==> src/rtl/ilsc_pkg.sv <==
// Shared types and constants for the infusion line state classifier.
package ilsc_pkg;

   localparam int unsigned DIVIDEND_W = 28;
   localparam int unsigned DIVISOR_W  = 24;
   localparam int unsigned CSR_ADDR_W = 5;

   typedef enum logic [2:0] {
      LS_OK        = 3'd0,
      LS_LOW       = 3'd1,
      LS_OCCLUSION = 3'd2,
      LS_FREE_FLOW = 3'd3,
      LS_MISMATCH  = 3'd4,
      LS_EMPTY     = 3'd5
   } line_state_type;

   typedef enum logic [2:0] {
      REG_STEADY_FRACTION = 3'd0,
      REG_NOISE_FLOOR     = 3'd1,
      REG_RATIO_LOW       = 3'd2,
      REG_RATIO_HIGH      = 3'd3,
      REG_NEARLY_EMPTY    = 3'd4,
      REG_DROP_FACTOR     = 3'd5
   } reg_index_type;

   typedef enum logic [1:0] {
      OP_TREND   = 2'd0,
      OP_RATE    = 2'd1,
      OP_MINUTES = 2'd2
   } div_op_type;

   typedef struct packed {
      logic       load_in;
      logic       div_start;
      div_op_type div_op;
      logic       load_out;
   } ctrl_cmd_type;

   typedef struct packed {
      logic will_compute;
      logic div_busy;
      logic div_done;
      logic trend_falling;
   } dp_status_type;

endpackage

==> src/rtl/ilsc_ram.sv <==
// Generic single-write, single-read RAM with registered read data.
module ilsc_ram #(
   parameter int unsigned WIDTH  = 20,
   parameter int unsigned DEPTH  = 60,
   parameter int unsigned ADDR_W = $clog2(DEPTH)
) (
   input  logic              clock,
   input  logic              we,
   input  logic [ADDR_W-1:0] waddr,
   input  logic [WIDTH-1:0]  wdata,
   input  logic [ADDR_W-1:0] raddr,
   output logic [WIDTH-1:0]  rdata
);

   logic [WIDTH-1:0] mem_ff [DEPTH];
   logic [WIDTH-1:0] rdata_ff;

   always_ff @(posedge clock) begin
      if (we) begin
         mem_ff[waddr] <= wdata;
      end
      rdata_ff <= mem_ff[raddr];
   end

   assign rdata = rdata_ff;

endmodule

==> src/rtl/ilsc_div.sv <==
// Unsigned restoring divider, two quotient bits per cycle.
module ilsc_div (
   input  logic                              clock,
   input  logic                              reset,
   input  logic                              start,
   input  logic [ilsc_pkg::DIVIDEND_W-1:0]   dividend,
   input  logic [ilsc_pkg::DIVISOR_W-1:0]    divisor,
   output logic                              busy,
   output logic                              done,
   output logic [ilsc_pkg::DIVIDEND_W-1:0]   quotient
);

   localparam int unsigned STEPS = ilsc_pkg::DIVIDEND_W / 2;
   localparam int unsigned CNT_W = $clog2(STEPS);

   logic [ilsc_pkg::DIVIDEND_W-1:0] q_ff, q_in;
   logic [ilsc_pkg::DIVISOR_W-1:0]  rem_ff, rem_in;
   logic [ilsc_pkg::DIVISOR_W-1:0]  den_ff, den_in;
   logic [CNT_W-1:0]                cnt_ff, cnt_in;
   logic                            busy_ff, busy_in;
   logic                            done_ff, done_in;

   logic [ilsc_pkg::DIVISOR_W:0]    t1, t2;
   logic [ilsc_pkg::DIVISOR_W-1:0]  r1, r2;
   logic                            b1, b2;

   always_comb begin
      t1 = {rem_ff, q_ff[ilsc_pkg::DIVIDEND_W-1]};
      b1 = (t1 >= {1'b0, den_ff});
      r1 = b1 ? ilsc_pkg::DIVISOR_W'(t1 - {1'b0, den_ff}) : t1[ilsc_pkg::DIVISOR_W-1:0];
      t2 = {r1, q_ff[ilsc_pkg::DIVIDEND_W-2]};
      b2 = (t2 >= {1'b0, den_ff});
      r2 = b2 ? ilsc_pkg::DIVISOR_W'(t2 - {1'b0, den_ff}) : t2[ilsc_pkg::DIVISOR_W-1:0];

      q_in    = q_ff;
      rem_in  = rem_ff;
      den_in  = den_ff;
      cnt_in  = cnt_ff;
      busy_in = busy_ff;
      done_in = 1'b0;
      if (start) begin
         q_in    = dividend;
         rem_in  = '0;
         den_in  = divisor;
         cnt_in  = '0;
         busy_in = 1'b1;
      end else if (busy_ff) begin
         q_in   = {q_ff[ilsc_pkg::DIVIDEND_W-3:0], b1, b2};
         rem_in = r2;
         cnt_in = cnt_ff + 1'b1;
         if (cnt_ff == CNT_W'(STEPS - 1)) begin
            busy_in = 1'b0;
            done_in = 1'b1;
         end
      end
   end

   always_ff @(posedge clock) begin
      if (reset) begin
         busy_ff <= 1'b0;
         done_ff <= 1'b0;
         cnt_ff  <= '0;
      end else begin
         busy_ff <= busy_in;
         done_ff <= done_in;
         cnt_ff  <= cnt_in;
      end
      q_ff   <= q_in;
      rem_ff <= rem_in;
      den_ff <= den_in;
   end

   assign busy     = busy_ff;
   assign done     = done_ff;
   assign quotient = q_ff;

endmodule

==> src/rtl/ilsc_dp.sv <==
// Datapath: registers, weight window, divider, classification and result register.
module ilsc_dp #(
   parameter int unsigned WINDOW_TICKS = 60
) (
   input  logic                                clock,
   input  logic                                reset,
   input  ilsc_pkg::ctrl_cmd_type              cmd,
   output ilsc_pkg::dp_status_type             sts,
   input  logic                                cfg_we,
   input  logic [ilsc_pkg::CSR_ADDR_W-1:0]     cfg_addr,
   input  logic [31:0]                         cfg_wdata,
   output logic [31:0]                         cfg_rdata,
   input  logic                                req_weight_ok,
   input  logic signed [19:0]                  req_weight,
   input  logic                                req_drops_ok,
   input  logic [15:0]                         req_drop_rate,
   input  logic [11:0]                         req_drop_ratio,
   output logic                                rsp_valid_res,
   output logic [2:0]                          rsp_line_state,
   output logic signed [19:0]                  rsp_weight_out,
   output logic signed [23:0]                  rsp_weight_trend,
   output logic signed [16:0]                  rsp_expected_trend,
   output logic                                rsp_steady,
   output logic                                rsp_drops_slow,
   output logic                                rsp_drops_fast,
   output logic [18:0]                         rsp_remaining_volume,
   output logic signed [16:0]                  rsp_minutes_left
);

   localparam int unsigned AW     = $clog2(WINDOW_TICKS);
   localparam int unsigned FILL_W = $clog2(WINDOW_TICKS + 1);
   localparam int unsigned DW     = ilsc_pkg::DIVIDEND_W;
   localparam int unsigned VW     = ilsc_pkg::DIVISOR_W;

   // configuration
   logic [7:0]  sfrac_ff;
   logic [11:0] nfloor12_ff, rlow_ff, rhigh_ff;
   logic [15:0] nempty_ff;
   logic [7:0]  dfactor_ff;
   ilsc_pkg::reg_index_type cfg_idx;

   assign cfg_idx = ilsc_pkg::reg_index_type'(cfg_addr[4:2]);

   always_ff @(posedge clock) begin
      if (reset) begin
         sfrac_ff    <= 8'd64;
         nfloor12_ff <= 12'd8;
         rlow_ff     <= 12'd179;
         rhigh_ff    <= 12'd333;
         nempty_ff   <= 16'd320;
         dfactor_ff  <= 8'd20;
      end else if (cfg_we && cfg_addr[1:0] == 2'b00) begin
         unique case (cfg_idx)
            ilsc_pkg::REG_STEADY_FRACTION: sfrac_ff    <= cfg_wdata[7:0];
            ilsc_pkg::REG_NOISE_FLOOR:     nfloor12_ff <= cfg_wdata[11:0];
            ilsc_pkg::REG_RATIO_LOW:       rlow_ff     <= cfg_wdata[11:0];
            ilsc_pkg::REG_RATIO_HIGH:      rhigh_ff    <= cfg_wdata[11:0];
            ilsc_pkg::REG_NEARLY_EMPTY:    nempty_ff   <= cfg_wdata[15:0];
            ilsc_pkg::REG_DROP_FACTOR:     dfactor_ff  <= cfg_wdata[7:0];
            default: ;
         endcase
      end
   end

   always_comb begin
      cfg_rdata = '0;
      if (cfg_addr[1:0] == 2'b00) begin
         unique case (cfg_idx)
            ilsc_pkg::REG_STEADY_FRACTION: cfg_rdata = {24'd0, sfrac_ff};
            ilsc_pkg::REG_NOISE_FLOOR:     cfg_rdata = {20'd0, nfloor12_ff};
            ilsc_pkg::REG_RATIO_LOW:       cfg_rdata = {20'd0, rlow_ff};
            ilsc_pkg::REG_RATIO_HIGH:      cfg_rdata = {20'd0, rhigh_ff};
            ilsc_pkg::REG_NEARLY_EMPTY:    cfg_rdata = {16'd0, nempty_ff};
            ilsc_pkg::REG_DROP_FACTOR:     cfg_rdata = {24'd0, dfactor_ff};
            default:                       cfg_rdata = '0;
         endcase
      end
   end

   // request registers and window bookkeeping
   logic                wok_ff, dok_ff, full_ff;
   logic signed [19:0]  w_ff;
   logic [15:0]         rate_ff;
   logic [11:0]         ratio_ff;
   logic [AW-1:0]       wp_ff, wp_next;
   logic [FILL_W-1:0]   fill_ff, fill_next;
   logic [19:0]         oldest_raw;

   assign wp_next   = (wp_ff == AW'(WINDOW_TICKS - 1)) ? '0 : wp_ff + 1'b1;
   assign fill_next = (fill_ff == FILL_W'(WINDOW_TICKS)) ? fill_ff : fill_ff + 1'b1;

   always_ff @(posedge clock) begin
      if (reset) begin
         wp_ff   <= '0;
         fill_ff <= '0;
      end else if (cmd.load_in && req_weight_ok) begin
         wp_ff   <= wp_next;
         fill_ff <= fill_next;
      end
      if (cmd.load_in) begin
         wok_ff   <= req_weight_ok;
         full_ff  <= req_weight_ok && (fill_next == FILL_W'(WINDOW_TICKS));
         w_ff     <= req_weight;
         dok_ff   <= req_drops_ok;
         rate_ff  <= req_drop_rate;
         ratio_ff <= req_drop_ratio;
      end
   end

   // oldest sample sits at the slot after the one being written
   ilsc_ram #(.WIDTH(20), .DEPTH(WINDOW_TICKS)) u_ring (
      .clock (clock),
      .we    (cmd.load_in && req_weight_ok),
      .waddr (wp_ff),
      .wdata (req_weight),
      .raddr (wp_next),
      .rdata (oldest_raw)
   );

   // divider operand selection
   logic signed [20:0] diff;
   logic signed [26:0] prod;
   logic [26:0]        prod_mag;
   logic [7:0]         factor;
   logic signed [23:0] trend_ff, trend_q;
   logic [VW-1:0]      trend_mag;
   logic [15:0]        implied_ff;
   logic signed [16:0] minutes_ff;
   logic               tneg_ff;
   logic [18:0]        remaining;
   logic [DW-1:0]      div_a, quotient;
   logic [VW-1:0]      div_b;
   logic               div_busy, div_done;
   ilsc_pkg::div_op_type op_ff;

   assign diff      = 21'(w_ff) - 21'($signed(oldest_raw));
   assign prod      = 27'(diff) * 27'sd60;
   assign prod_mag  = prod[26] ? 27'(-prod) : prod;
   assign factor    = (dfactor_ff == 8'd0) ? 8'd1 : dfactor_ff;
   assign trend_mag = trend_ff[23] ? VW'(-25'(trend_ff)) : VW'(trend_ff);
   assign remaining = (w_ff > 20'sd0) ? w_ff[18:0] : 19'd0;

   always_comb begin
      unique case (cmd.div_op)
         ilsc_pkg::OP_TREND: begin
            div_a = DW'(prod_mag);
            div_b = VW'(WINDOW_TICKS);
         end
         ilsc_pkg::OP_RATE: begin
            div_a = dok_ff ? DW'(rate_ff) : '0;
            div_b = VW'(factor);
         end
         ilsc_pkg::OP_MINUTES: begin
            div_a = DW'(remaining);
            div_b = trend_mag;
         end
         default: begin
            div_a = '0;
            div_b = VW'(1);
         end
      endcase
   end

   ilsc_div u_div (
      .clock    (clock),
      .reset    (reset),
      .start    (cmd.div_start),
      .dividend (div_a),
      .divisor  (div_b),
      .busy     (div_busy),
      .done     (div_done),
      .quotient (quotient)
   );

   // truncated quotient, signed and saturated to 24 bits
   always_comb begin
      if (tneg_ff) begin
         trend_q = (quotient > DW'(8388608)) ? -24'sd8388608 : 24'(-quotient);
      end else begin
         trend_q = (quotient > DW'(8388607)) ? 24'sd8388607 : 24'(quotient);
      end
   end

   always_ff @(posedge clock) begin
      if (cmd.div_start) begin
         op_ff <= cmd.div_op;
         if (cmd.div_op == ilsc_pkg::OP_TREND) begin
            tneg_ff <= prod[26];
         end
      end
      if (cmd.load_in) begin
         minutes_ff <= -17'sd1;
      end else if (div_done) begin
         case (op_ff)
            ilsc_pkg::OP_TREND:   trend_ff   <= trend_q;
            ilsc_pkg::OP_RATE:    implied_ff <= quotient[15:0];
            ilsc_pkg::OP_MINUTES: minutes_ff <= 17'(quotient[15:0]);
            default: ;
         endcase
      end
   end

   assign sts.will_compute  = req_weight_ok && (fill_next == FILL_W'(WINDOW_TICKS));
   assign sts.div_busy      = div_busy;
   assign sts.div_done      = div_done;
   assign sts.trend_falling = (trend_ff < -24'sd8);

   // classification
   logic [31:0]        mag;
   logic [23:0]        lim_frac, lim;
   logic               steady, slow, fast;
   logic [17:0]        limit3;
   logic               below_empty, below_low;
   logic signed [24:0] twice_exp;
   ilsc_pkg::line_state_type state;

   always_comb begin
      mag         = {trend_mag, 8'd0};
      lim_frac    = 24'(sfrac_ff * implied_ff);
      lim         = (lim_frac < {4'd0, nfloor12_ff, 8'd0}) ? {4'd0, nfloor12_ff, 8'd0} : lim_frac;
      steady      = mag < {8'd0, lim};
      slow        = dok_ff && (ratio_ff < rlow_ff);
      fast        = dok_ff && (ratio_ff > rhigh_ff);
      limit3      = 18'(nempty_ff) * 18'd3;
      below_empty = (21'(w_ff) <= $signed({5'd0, nempty_ff}));
      below_low   = (21'(w_ff) <= $signed({3'd0, limit3}));
      twice_exp   = -$signed({8'd0, implied_ff, 1'b0});
      if (below_empty && steady) begin
         state = ilsc_pkg::LS_EMPTY;
      end else if (slow && steady) begin
         state = ilsc_pkg::LS_OCCLUSION;
      end else if (slow) begin
         state = below_low ? ilsc_pkg::LS_LOW : ilsc_pkg::LS_OK;
      end else if (fast && (25'(trend_ff) < twice_exp)) begin
         state = ilsc_pkg::LS_FREE_FLOW;
      end else if (dok_ff && rate_ff > 16'd16 && steady) begin
         state = ilsc_pkg::LS_MISMATCH;
      end else if (below_low) begin
         state = ilsc_pkg::LS_LOW;
      end else begin
         state = ilsc_pkg::LS_OK;
      end
   end

   // result register
   always_ff @(posedge clock) begin
      if (cmd.load_out) begin
         rsp_valid_res        <= full_ff;
         rsp_line_state       <= full_ff ? state : ilsc_pkg::LS_OK;
         rsp_weight_out       <= wok_ff ? w_ff : '0;
         rsp_weight_trend     <= full_ff ? trend_ff : '0;
         rsp_expected_trend   <= full_ff ? -$signed({1'b0, implied_ff}) : '0;
         rsp_steady           <= full_ff && steady;
         rsp_drops_slow       <= full_ff && slow;
         rsp_drops_fast       <= full_ff && fast;
         rsp_remaining_volume <= full_ff ? remaining : '0;
         rsp_minutes_left     <= full_ff ? minutes_ff : -17'sd1;
      end
   end

endmodule

==> src/rtl/ilsc_ctrl.sv <==
// Controller: sequences window read, up to three divisions and the result hand-off.
module ilsc_ctrl (
   input  logic                     clock,
   input  logic                     reset,
   input  logic                     req_valid,
   output logic                     req_stall,
   output logic                     rsp_valid,
   input  logic                     rsp_stall,
   output ilsc_pkg::ctrl_cmd_type   cmd,
   input  ilsc_pkg::dp_status_type  sts
);

   typedef enum logic [5:0] {
      S_IDLE = 6'b000001,
      S_OLD  = 6'b000010,
      S_TDIV = 6'b000100,
      S_RDIV = 6'b001000,
      S_MDIV = 6'b010000,
      S_DONE = 6'b100000
   } state_type;

   state_type state_ff, state_in;
   logic      rsp_valid_ff, rsp_valid_in;

   always_comb begin
      state_in      = state_ff;
      rsp_valid_in  = rsp_valid_ff && rsp_stall;
      cmd.load_in   = 1'b0;
      cmd.div_start = 1'b0;
      cmd.div_op    = ilsc_pkg::OP_TREND;
      cmd.load_out  = 1'b0;
      unique case (state_ff)
         S_IDLE: begin
            if (req_valid) begin
               cmd.load_in = 1'b1;
               state_in    = sts.will_compute ? S_OLD : S_DONE;
            end
         end
         S_OLD: begin
            cmd.div_start = 1'b1;
            cmd.div_op    = ilsc_pkg::OP_TREND;
            state_in      = S_TDIV;
         end
         S_TDIV: begin
            if (sts.div_done) begin
               state_in = S_RDIV;
            end
         end
         S_RDIV: begin
            // rate division starts here once the trend is latched
            if (!sts.div_busy && !sts.div_done) begin
               cmd.div_start = 1'b1;
               cmd.div_op    = ilsc_pkg::OP_RATE;
               state_in      = S_MDIV;
            end
         end
         S_MDIV: begin
            cmd.div_op = ilsc_pkg::OP_MINUTES;
            if (sts.div_done) begin
               state_in = S_DONE;
               if (sts.trend_falling) begin
                  state_in = S_TDIV;
               end
            end
         end
         S_DONE: begin
            if (!rsp_valid_ff || !rsp_stall) begin
               cmd.load_out = 1'b1;
               rsp_valid_in = 1'b1;
               state_in     = S_IDLE;
            end
         end
         default: state_in = S_IDLE;
      endcase
      // minutes division follows the rate division when the bag is draining
      if (state_ff == S_MDIV && sts.div_done && sts.trend_falling) begin
         cmd.div_start = 1'b1;
         cmd.div_op    = ilsc_pkg::OP_MINUTES;
         state_in      = S_TDIV;
      end
   end

   // second pass through S_TDIV after the minutes division goes straight out
   logic minutes_run_ff, minutes_run_in;

   always_comb begin
      minutes_run_in = minutes_run_ff;
      if (state_ff == S_IDLE) begin
         minutes_run_in = 1'b0;
      end else if (state_ff == S_MDIV && sts.div_done && sts.trend_falling) begin
         minutes_run_in = 1'b1;
      end
   end

   state_type state_fix;

   always_comb begin
      state_fix = state_in;
      if (state_ff == S_TDIV && sts.div_done && minutes_run_ff) begin
         state_fix = S_DONE;
      end
   end

   always_ff @(posedge clock) begin
      if (reset) begin
         state_ff       <= S_IDLE;
         rsp_valid_ff   <= 1'b0;
         minutes_run_ff <= 1'b0;
      end else begin
         state_ff       <= state_fix;
         rsp_valid_ff   <= rsp_valid_in;
         minutes_run_ff <= minutes_run_in;
      end
   end

   assign req_stall = (state_ff != S_IDLE);
   assign rsp_valid = rsp_valid_ff;

`ifndef SYNTHESIS
   a_start_when_free: assert property (@(posedge clock) disable iff (reset)
      cmd.div_start |-> !sts.div_busy)
      else $error("divider started while busy");
   a_request_leaves_idle: assert property (@(posedge clock) disable iff (reset)
      (state_ff == S_IDLE && req_valid) |=> (state_ff != S_IDLE))
      else $error("accepted request did not start work");
   a_load_sets_valid: assert property (@(posedge clock) disable iff (reset)
      cmd.load_out |=> (rsp_valid_ff && state_ff == S_IDLE))
      else $error("result load did not raise valid");
`endif

endmodule

==> src/rtl/infusion_line_state_classifier_top.sv <==
// Top level of the infusion line state classifier.
// With the weight missing or the window not full, a request goes straight to the result
// hand-off; once full it runs the trend and rate divisions, and the minutes division too
// when the bag is draining. One request at a time, the next taken once the last result is
// handed off and the output is not stalled; the shared divider gives 2 quotient bits/cycle.
// Reset (synchronous, active high): window empty, pointer zero, registers at defaults.
module infusion_line_state_classifier_top #(
   parameter int unsigned WINDOW_TICKS = 60
) (
   input  logic                                clock,
   input  logic                                reset,
   input  logic                                req_valid,
   output logic                                req_stall,
   input  logic                                req_weight_ok,
   input  logic signed [19:0]                  req_weight,
   input  logic                                req_drops_ok,
   input  logic [15:0]                         req_drop_rate,
   input  logic [11:0]                         req_drop_ratio,
   output logic                                rsp_valid,
   input  logic                                rsp_stall,
   output logic                                rsp_valid_res,
   output logic [2:0]                          rsp_line_state,
   output logic signed [19:0]                  rsp_weight_out,
   output logic signed [23:0]                  rsp_weight_trend,
   output logic signed [16:0]                  rsp_expected_trend,
   output logic                                rsp_steady,
   output logic                                rsp_drops_slow,
   output logic                                rsp_drops_fast,
   output logic [18:0]                         rsp_remaining_volume,
   output logic signed [16:0]                  rsp_minutes_left,
   input  logic                                psel,
   input  logic                                penable,
   input  logic                                pwrite,
   input  logic [ilsc_pkg::CSR_ADDR_W-1:0]     paddr,
   input  logic [31:0]                         pwdata,
   output logic [31:0]                         prdata,
   output logic                                pready
);

   ilsc_pkg::ctrl_cmd_type  cmd;
   ilsc_pkg::dp_status_type sts;

   assign pready = 1'b1;

   ilsc_ctrl u_ctrl (
      .clock     (clock),
      .reset     (reset),
      .req_valid (req_valid),
      .req_stall (req_stall),
      .rsp_valid (rsp_valid),
      .rsp_stall (rsp_stall),
      .cmd       (cmd),
      .sts       (sts)
   );

   ilsc_dp #(.WINDOW_TICKS(WINDOW_TICKS)) u_dp (
      .clock                (clock),
      .reset                (reset),
      .cmd                  (cmd),
      .sts                  (sts),
      .cfg_we               (psel && penable && pwrite),
      .cfg_addr             (paddr),
      .cfg_wdata            (pwdata),
      .cfg_rdata            (prdata),
      .req_weight_ok        (req_weight_ok),
      .req_weight           (req_weight),
      .req_drops_ok         (req_drops_ok),
      .req_drop_rate        (req_drop_rate),
      .req_drop_ratio       (req_drop_ratio),
      .rsp_valid_res        (rsp_valid_res),
      .rsp_line_state       (rsp_line_state),
      .rsp_weight_out       (rsp_weight_out),
      .rsp_weight_trend     (rsp_weight_trend),
      .rsp_expected_trend   (rsp_expected_trend),
      .rsp_steady           (rsp_steady),
      .rsp_drops_slow       (rsp_drops_slow),
      .rsp_drops_fast       (rsp_drops_fast),
      .rsp_remaining_volume (rsp_remaining_volume),
      .rsp_minutes_left     (rsp_minutes_left)
   );

endmodule

==> config.mk <==
export PLATFORM = sky130hd
export DESIGN_NAME = infusion_line_state_classifier_top
export DESIGN_NICKNAME = d
export VERILOG_FILES = /design/src/rtl/ilsc_pkg.sv /design/src/rtl/ilsc_ram.sv /design/src/rtl/ilsc_div.sv /design/src/rtl/ilsc_dp.sv /design/src/rtl/ilsc_ctrl.sv /design/src/rtl/infusion_line_state_classifier_top.sv
export SDC_FILE = /design/constraint.sdc
export NUM_CORES = 2
export LEC_CHECK = 0
export BUFFER_PORTS_ARGS = -buffer_cell sky130_fd_sc_hd__buf_2
export CORE_ASPECT_RATIO = 1.25
export CORE_MARGIN = 4
export CORE_UTILIZATION = 60
export CTS_BUF_LIST = sky130_fd_sc_hd__clkbuf_4 sky130_fd_sc_hd__clkbuf_8
export CTS_CLUSTER_SIZE = 8
export DETAILED_ROUTE_END_ITERATION = 16
export PLACE_DENSITY = 0.74
export SLEW_MARGIN = 25
export SYNTH_ARGS = -nofsm -noshare
export SYNTH_HDL_FRONTEND = slang
export SYNTH_HIERARCHICAL = 1
export SYNTH_SLANG_ARGS = --single-unit
==> constraint.sdc <==
create_clock -name clock -period 25.1 [get_ports clock]
set_input_delay 2.51 -clock clock [delete_from_list [all_inputs] [get_ports clock]]
set_output_delay 2.51 -clock clock [all_outputs]
set_load 0.005 [all_outputs]
# == Word-level counts from Yosys, hierarchy flattened ==
# Memory sizes are Yosys's and may differ from the RTL's. A register that Yosys moved wholly into a read port is not among the register bits.
# Cells that the tools add are included.
# classes
addsub,11
n_mul,3
n_lt_le_gt_ge,14
n_eq_ne,35
mux,51
bitwise_logic,3
reduce_logical,51
# ops
cell,count
$mux 24,7
$pmux 16 s6,1
$pmux 28 s3,1
$pmux 24 s3,1
$mux 6,11
$mux 28,2
$ge 25x24->1,2
$neg 24->24,2
$sub 24x24->24,2
$pmux 6 s6,1
$lt 32x24->1,1
$mux 32,1
$gt 28x23->1 const B,1
$gt 28x24->1 const B,1
$mux 27,1
$neg 27->27,1
$lt 24x25->1,1
$mul 21x5->25 const B,1
$neg 17->25,1
$eq 6x6->1 const B,4
$lt 24x20->1,1
$lt 24x4->1 const B,1
$mul 8x16->24,1
$logic_and 1x1->1,21
49 further kinds,101
# word_totals
ff_bits,385
ram_bits,1200
wordCells,210
memories,1
# memory_table
name,words,width,rd,rd_ports_with_merged_regs,wr,line,text
u_dp.u_ring.mem_ff,60,20,1,1,1,ilsc_ram.sv:15,logic [WIDTH-1:0] mem_ff [DEPTH];

# == Longest topological paths before layout ==
# depth
depth_word,10
depth_mapped,39
ltp_nobuf,38

# == Hierarchy ==
# The synthesis kept the hierarchy.
# modules_own_cells
mod,instances,cells_each,area_each_um2
ilsc_ram,1,2047,46528.4
ilsc_dp,1,2784,25250.5
ilsc_div,1,640,6027.0
ilsc_ctrl,1,61,561.8
infusion_line_state_classifier_top,1,3,17.5

# == Least setup slack after synthesis ==
# No wires, ideal clock.
# synth_timing
path_type,register to register
from,register u_dp.sfrac_ff[7]
to,"register u_dp.rsp_line_state[1], data pin"
setup_time_ps,158
arrival_time_ps,7965
required_time_ps,24942
setup_slack_ps,16977
stages_incl_launch_ff,38
cell_sequence,dfxtp_1 clkbuf_1 nand2_1 fa_1 fa_1 inv_1 fa_1 inv_1 fa_1 inv_1 ha_1 o21ai_0 o21ai_0 a2111oi_0 a211oi_1 xor2_1 ha_1 a21o_1 [... 2 more ...] nor2_1 a2111oi_0 o211a_1 nand4_1 clkbuf_1 a21oi_1 ha_1 a21o_1 a21o_1 a21oi_1 o21ai_0 a21o_1 a21oi_1 o21ai_0 a41oi_1 o211ai_1 mux2_2 nor3_1
# synth_between
elab_chain_cells,6
word_cells_on_any_way,8
# synth_lines
element,line,text
from (decl),ilsc_dp.sv:36,logic [7:0] sfrac_ff;
from (signal assigned),ilsc_dp.sv:54,ilsc_pkg::REG_STEADY_FRACTION: sfrac_ff <= cfg_wdata[7:0];
$mul 8x16->24 *,ilsc_dp.sv:219,lim_frac = 24'(sfrac_ff * implied_ff);
$lt 24x20->1,ilsc_dp.sv:220,"lim = (lim_frac < {4'd0, nfloor12_ff, 8'd0}) ? {4'd0, nfloor12_ff, 8'd0} : lim_frac;"
$mux 24 *,ilsc_dp.sv:220,
$lt 32x24->1 *,ilsc_dp.sv:221,"steady = mag < {8'd0, lim};"
"$logic_and 1x1->1, on equally long branches","ilsc_dp.sv:230, ilsc_dp.sv:228",
$mux 3 or $reduce_or 2->1 (tied branches),-,
to (signal assigned),ilsc_dp.sv:249,rsp_line_state <= full_ff ? state : ilsc_pkg::LS_OK;
to (decl),ilsc_dp.sv:19,"output logic [2:0] rsp_line_state,"
# Mark *: on every way between the ends. The rest lies on a longest branch, timed or not.
# A chain may end at the register's enable or synchronous reset.

# == Final worst setup path ==
# Ends and elaborated chain as after synthesis.

==> results summary <==
In the detailed route, the total length drawn on met3 is 12,700 um. Setup repair after global routing left no endpoint under its margin. Cells fill 66.1% of the core in the end. Entering global routing, the biggest net connects 132 pins. The number of input and output port buffers inserted came out at 199. Clock latency on the worst-skew pair, taken at its later pin, is 0.96 ns. The relative slew slack is 26.9%. The worst IR drop on VDD is 0.189 mV.

The final hold violation count came out at 0. For this run, the post-layout net count is 6,333. After clock tree synthesis, the flow added hold-fix buffers numbering 0. The number of buffers and inverters on the critical path came out at 3. The initial core utilization came out at 60.3%. After layout, the minimum clock period comes to 10.47 ns. The depth of the CTS H-tree came out at 4.

The fraction of power consumed by combinational cells is 45.4%. Routability-driven placement finished with a final weighted congestion of 0.926. The maximum net fanout on the critical path is 23.

The slew at the pin closest to its max-slew limit is 1.08 ns. In the synthesized netlist the async set-or-reset flop fraction comes to 0%. The total routed wirelength is 196,000 um. On the worst path, the slowest cell contributes a delay of 0.80 ns. The internal power of the cells is 5710 uW.

The worst setup slack for register-to-register paths is 14.63 ns. The buffer depth of the longest clock path is 3. The uppermost layer routed is met4. The arrival time of the worst setup path is 11.23 ns. The count of boundary I/O pins is 233. Yosys mapped a number of flops with a built-in enable equal to 1,450.

The via count came out at 48,164. Sequential cells burn 32.6% of the power. The total half-perimeter wirelength after legalization and detailed placement came out at 131,000 um. The post-route netlist has 19.4% of its cells at a drive strength greater than 1. The standard cell core area came out at 0.130 mm^2. Averaged over all synthesized cells, the footprint is 14.2 um^2.

The worst hold path begins at u_dp/minutes_ff[16]$_SDFFE_PP1P_. Among all stages on the critical path, the largest delay is contributed by sky130_fd_sc_hd__dfxtp_1. The required time of the worst setup path is 25.87 ns. TritonCTS built the clock tree. Across the run, the number of max-cap violations was 0. The worst setup path is of the reg2reg kind.

The register clock-pin slew on the reported worst setup and hold paths is 0.06 ns. The die covers 0.137 mm^2. For this run, design rule violations remaining after detail routing come to 0. The number of fillers in the final layout is 9,230.

Clock tree synthesis inserted a total of 237 buffers. Summed over all layers, the global routing overflow is 0. The cell type with the highest occurrence count on the critical path is sky130_fd_sc_hd__a21o_1. In this run the remaining antenna-violating nets after routing total 0. The routed metal-1 wire length came out at 71,300 um. The length in cells of the worst reg-to-reg path came out at 35. Counting distinct cell types in the post-synthesis netlist gives 124. The number of buffers added for setup after CTS came out at 0.

The chip width came out at 331 um. Summed over all cells, the static leakage comes to 0.0313 uW. Counting flops and latches in the post-synthesis netlist gives 1,605.

The post-CTS resize count is 0. The cell sitting at the root of the clock tree is a sky130_fd_sc_hd__clkbuf_8. Counting tap cells, the placed design contains a total of 7,308 instances. The sequential fraction of the synthesis area came out at 59.5%. The total of endpoints with negative setup slack in the final report came out at 0. The layout overhead on the synthesized area came out at 9.56%.

The kind of start point of the critical path is a flop. In this run switching power makes up 37.6% of total power. For this block, the initial DRC count from the detailed router was 4,412. The endpoint identified for the worst register-to-register timing path is u_dp/rsp_line_state[1]$_SDFFCE_PP0P_. Ranked by total cell area, the synthesized netlist is headed by sky130_fd_sc_hd__edfxtp_1 (56%), sky130_fd_sc_hd__mux4_2 (8.4%), sky130_fd_sc_hd__ha_1 (4.6%). The min-delay analysis places its worst path in the category reg2reg.

The count of pins over their slew limit was 0. In the finished design, the share of the clock period the worst path needs comes to 41.7%. For this run, the number of standard cells in the final layout without fillers is 7,699. The total routing resource utilization after global routing came out at 28.8%.

For hold timing, the worst endpoint is u_dp/minutes_ff[16]$_SDFFE_PP1P_. After detailed routing, the number of vias per cell comes to 6.26. The die height is 412 um. The length of the first detailed-routing pass in iterations came out at 6.

The post-route setup TNS came out at 0 ns. The met2 routed wirelength is 100,000 um. The cell area after synthesis came out at 0.0784 mm^2. The worst clock skew is 0.0615 ns. For this run, the leading register cell type out of synthesis is sky130_fd_sc_hd__edfxtp_1.

The kind of end point of the critical path is a flop. The kind of cell adding the most delay to the critical path is compound AO/OA/AOI/OAI gates. The post-synthesis cell count is 5,535. The via count of the first global-routing pass came out at 48,365.

The clock net in this run drives a total of 1,605 sinks. The flow ran to the end, and the final reports show no timing, DRC or antenna violations. The number of antenna violations at the first check in global routing came to 4. The number of cells traversed by the worst hold path came out at 2. Dividing total power by cell area gives a power density of 107 mW/mm^2. The biggest area contributor in the post-synthesis netlist is sky130_fd_sc_hd__edfxtp_1.

The net load switching power came out at 3450 uW. The share of total power dissipated in the clock network is 22.0%. Dividing the detail-routed wire length by the instance count gives 25.4 um. The total number of placement rows came out at 148.

The first global-routing pass estimated 296,000 um of wire. Based on the critical path, the design can be clocked at up to 95.6 MHz. Of the post-synthesis cell area, the dominant cell type holds 55.5%.

The start of the worst register-to-register path is u_dp/sfrac_ff[7]$_SDFFE_PP0P_. The Yosys warning count is 6.
## flip-flops by register name (all words and copies together), names as in the netlist, 20 cells and up
register,count
u_dp/u_ring/mem_ff,1200
u_dp/u_div/quotient,28
u_dp/rsp_weight_trend,24
u_dp/trend_ff,24
u_dp/u_div/den_ff,24
u_dp/u_div/rem_ff,24
u_dp/rsp_weight_out,20
u_dp/u_ring/rdata,20
u_dp/w_ff,20
## cells in the mapped netlist, drive strengths merged (98+ instances only)
cell	n
inv	355
dfxtp	155
nand2	367
edfxtp	1450
buf	111
a21oi	207
mux2i	155
mux4	292
and2	163
ha	291
clkbuf	151
xnor2	98
o21ai	180
fa	125
nor2	351
## placed cells by master (no fill, tap or decap), types with 83 or more instances in the layout
cell / netlist / final
sky130_fd_sc_hd__a21o_1: 83 / 83
sky130_fd_sc_hd__nand3_1: 89 / 89
sky130_fd_sc_hd__clkbuf_4: 0 / 93
sky130_fd_sc_hd__mux2i_1: 155 / 155
sky130_fd_sc_hd__xnor2_1: 97 / 97
sky130_fd_sc_hd__and2_1: 163 / 161
sky130_fd_sc_hd__ha_1: 291 / 290
sky130_fd_sc_hd__nand2_1: 365 / 365
sky130_fd_sc_hd__fa_1: 125 / 125
sky130_fd_sc_hd__buf_4: 43 / 102
sky130_fd_sc_hd__edfxtp_1: 1450 / 1450
sky130_fd_sc_hd__nor2_1: 349 / 288
sky130_fd_sc_hd__mux4_2: 292 / 292
sky130_fd_sc_hd__a21oi_1: 204 / 203
sky130_fd_sc_hd__inv_1: 353 / 353
sky130_fd_sc_hd__clkbuf_8: 0 / 253
sky130_fd_sc_hd__dfxtp_1: 155 / 154
sky130_fd_sc_hd__o21ai_0: 157 / 156
sky130_fd_sc_hd__buf_2: 33 / 189
## metrics by stage
stage	instance area (um^2)	setup WS, ns	total power [uW]	hold slack, ns
2_1_floorplan	78400	16.98	6400	0.415
3_3_place_gp	81300	14.97	7070	0.430
3_5_place_dp	81400	14.89	7160	0.435
4_1_cts	85800	14.80	9180	0.444
5_1_grt	85900	13.91	9860	0.478
6_report	85900	14.63	9160	0.442
## routing by layer
layer  up-vias  GRT usage [%]
met5         -              0
met2      1967           50.5
met4         0           15.1
li1      21498              -
met3       484           4.14
met1     24215           34.9
## cell families (layout without fill, tap and decap cells)
family	count (synthesis)	after routing	synth area share, %
DFF	1605	1605	59.5
and+or+nand+nor	1372	1372	8.79
AOI/OAI and AO/OA	863	863	7.59
buffers and inverters	620	1039	3.39
muxes	497	497	11.1
adders and majority gates	416	416	7.84
xor gates and xnor gates	160	160	1.80
other	2	22	0.00958
## area by class of cell
cell class | instances | area [um^2] | area share, %
diodes | 4 | 10.0 | 0.0117
clock buffers | 346 | 4180 | 4.87
clock inverters | 40 | 288 | 0.335
inverters | 358 | 1360 | 1.58
multi-input cells | 3326 | 29500 | 34.3
flip-flops and latches | 1605 | 46600 | 54.3
well taps | 1725 | 2160 | 2.51
repair buffers | 295 | 1780 | 2.08
## tightest hold or removal path: cells and delay by family, from the launching register on
family | cells | cell delay [ns]
flops | 1 | 0.31
simple gates | 2 | 0.09
## power by group through the flow
| stage | Combinational, uW | Clock (uW) | Sequential (uW) |
|---|---|---|---|
| finish | 4160 | 2020 | 2990 |
| global route | 4690 | 2190 | 2990 |
| CTS | 4130 | 2060 | 2990 |
| detailed placement | 4120 | 0 | 3040 |
| global placement | 4030 | 0 | 3040 |
| floorplan | 3370 | 0 | 3020 |
## worst max-delay path by stage
stage | startpoint | endpoint | slack, ns | cells past startpoint
global route | u_dp/sfrac_ff[6]$_SDFFE_PP1P_ | u_dp/rsp_line_state[1]$_SDFFCE_PP0P_ | 13.91 | 36
global placement | u_dp/sfrac_ff[6]$_SDFFE_PP1P_ | u_dp/rsp_line_state[1]$_SDFFCE_PP0P_ | 14.97 | 35
detailed placement | u_dp/sfrac_ff[6]$_SDFFE_PP1P_ | u_dp/rsp_line_state[1]$_SDFFCE_PP0P_ | 14.89 | 35
CTS | u_dp/sfrac_ff[6]$_SDFFE_PP1P_ | u_dp/rsp_line_state[1]$_SDFFCE_PP0P_ | 14.80 | 35
finish | u_dp/sfrac_ff[7]$_SDFFE_PP0P_ | u_dp/rsp_line_state[1]$_SDFFCE_PP0P_ | 14.63 | 35
floorplan | u_dp/sfrac_ff[7]$_SDFFE_PP0P_ | u_dp/rsp_line_state[1]$_SDFFCE_PP0P_ | 16.98 | 37
Power figures use the tool's default switching activity.
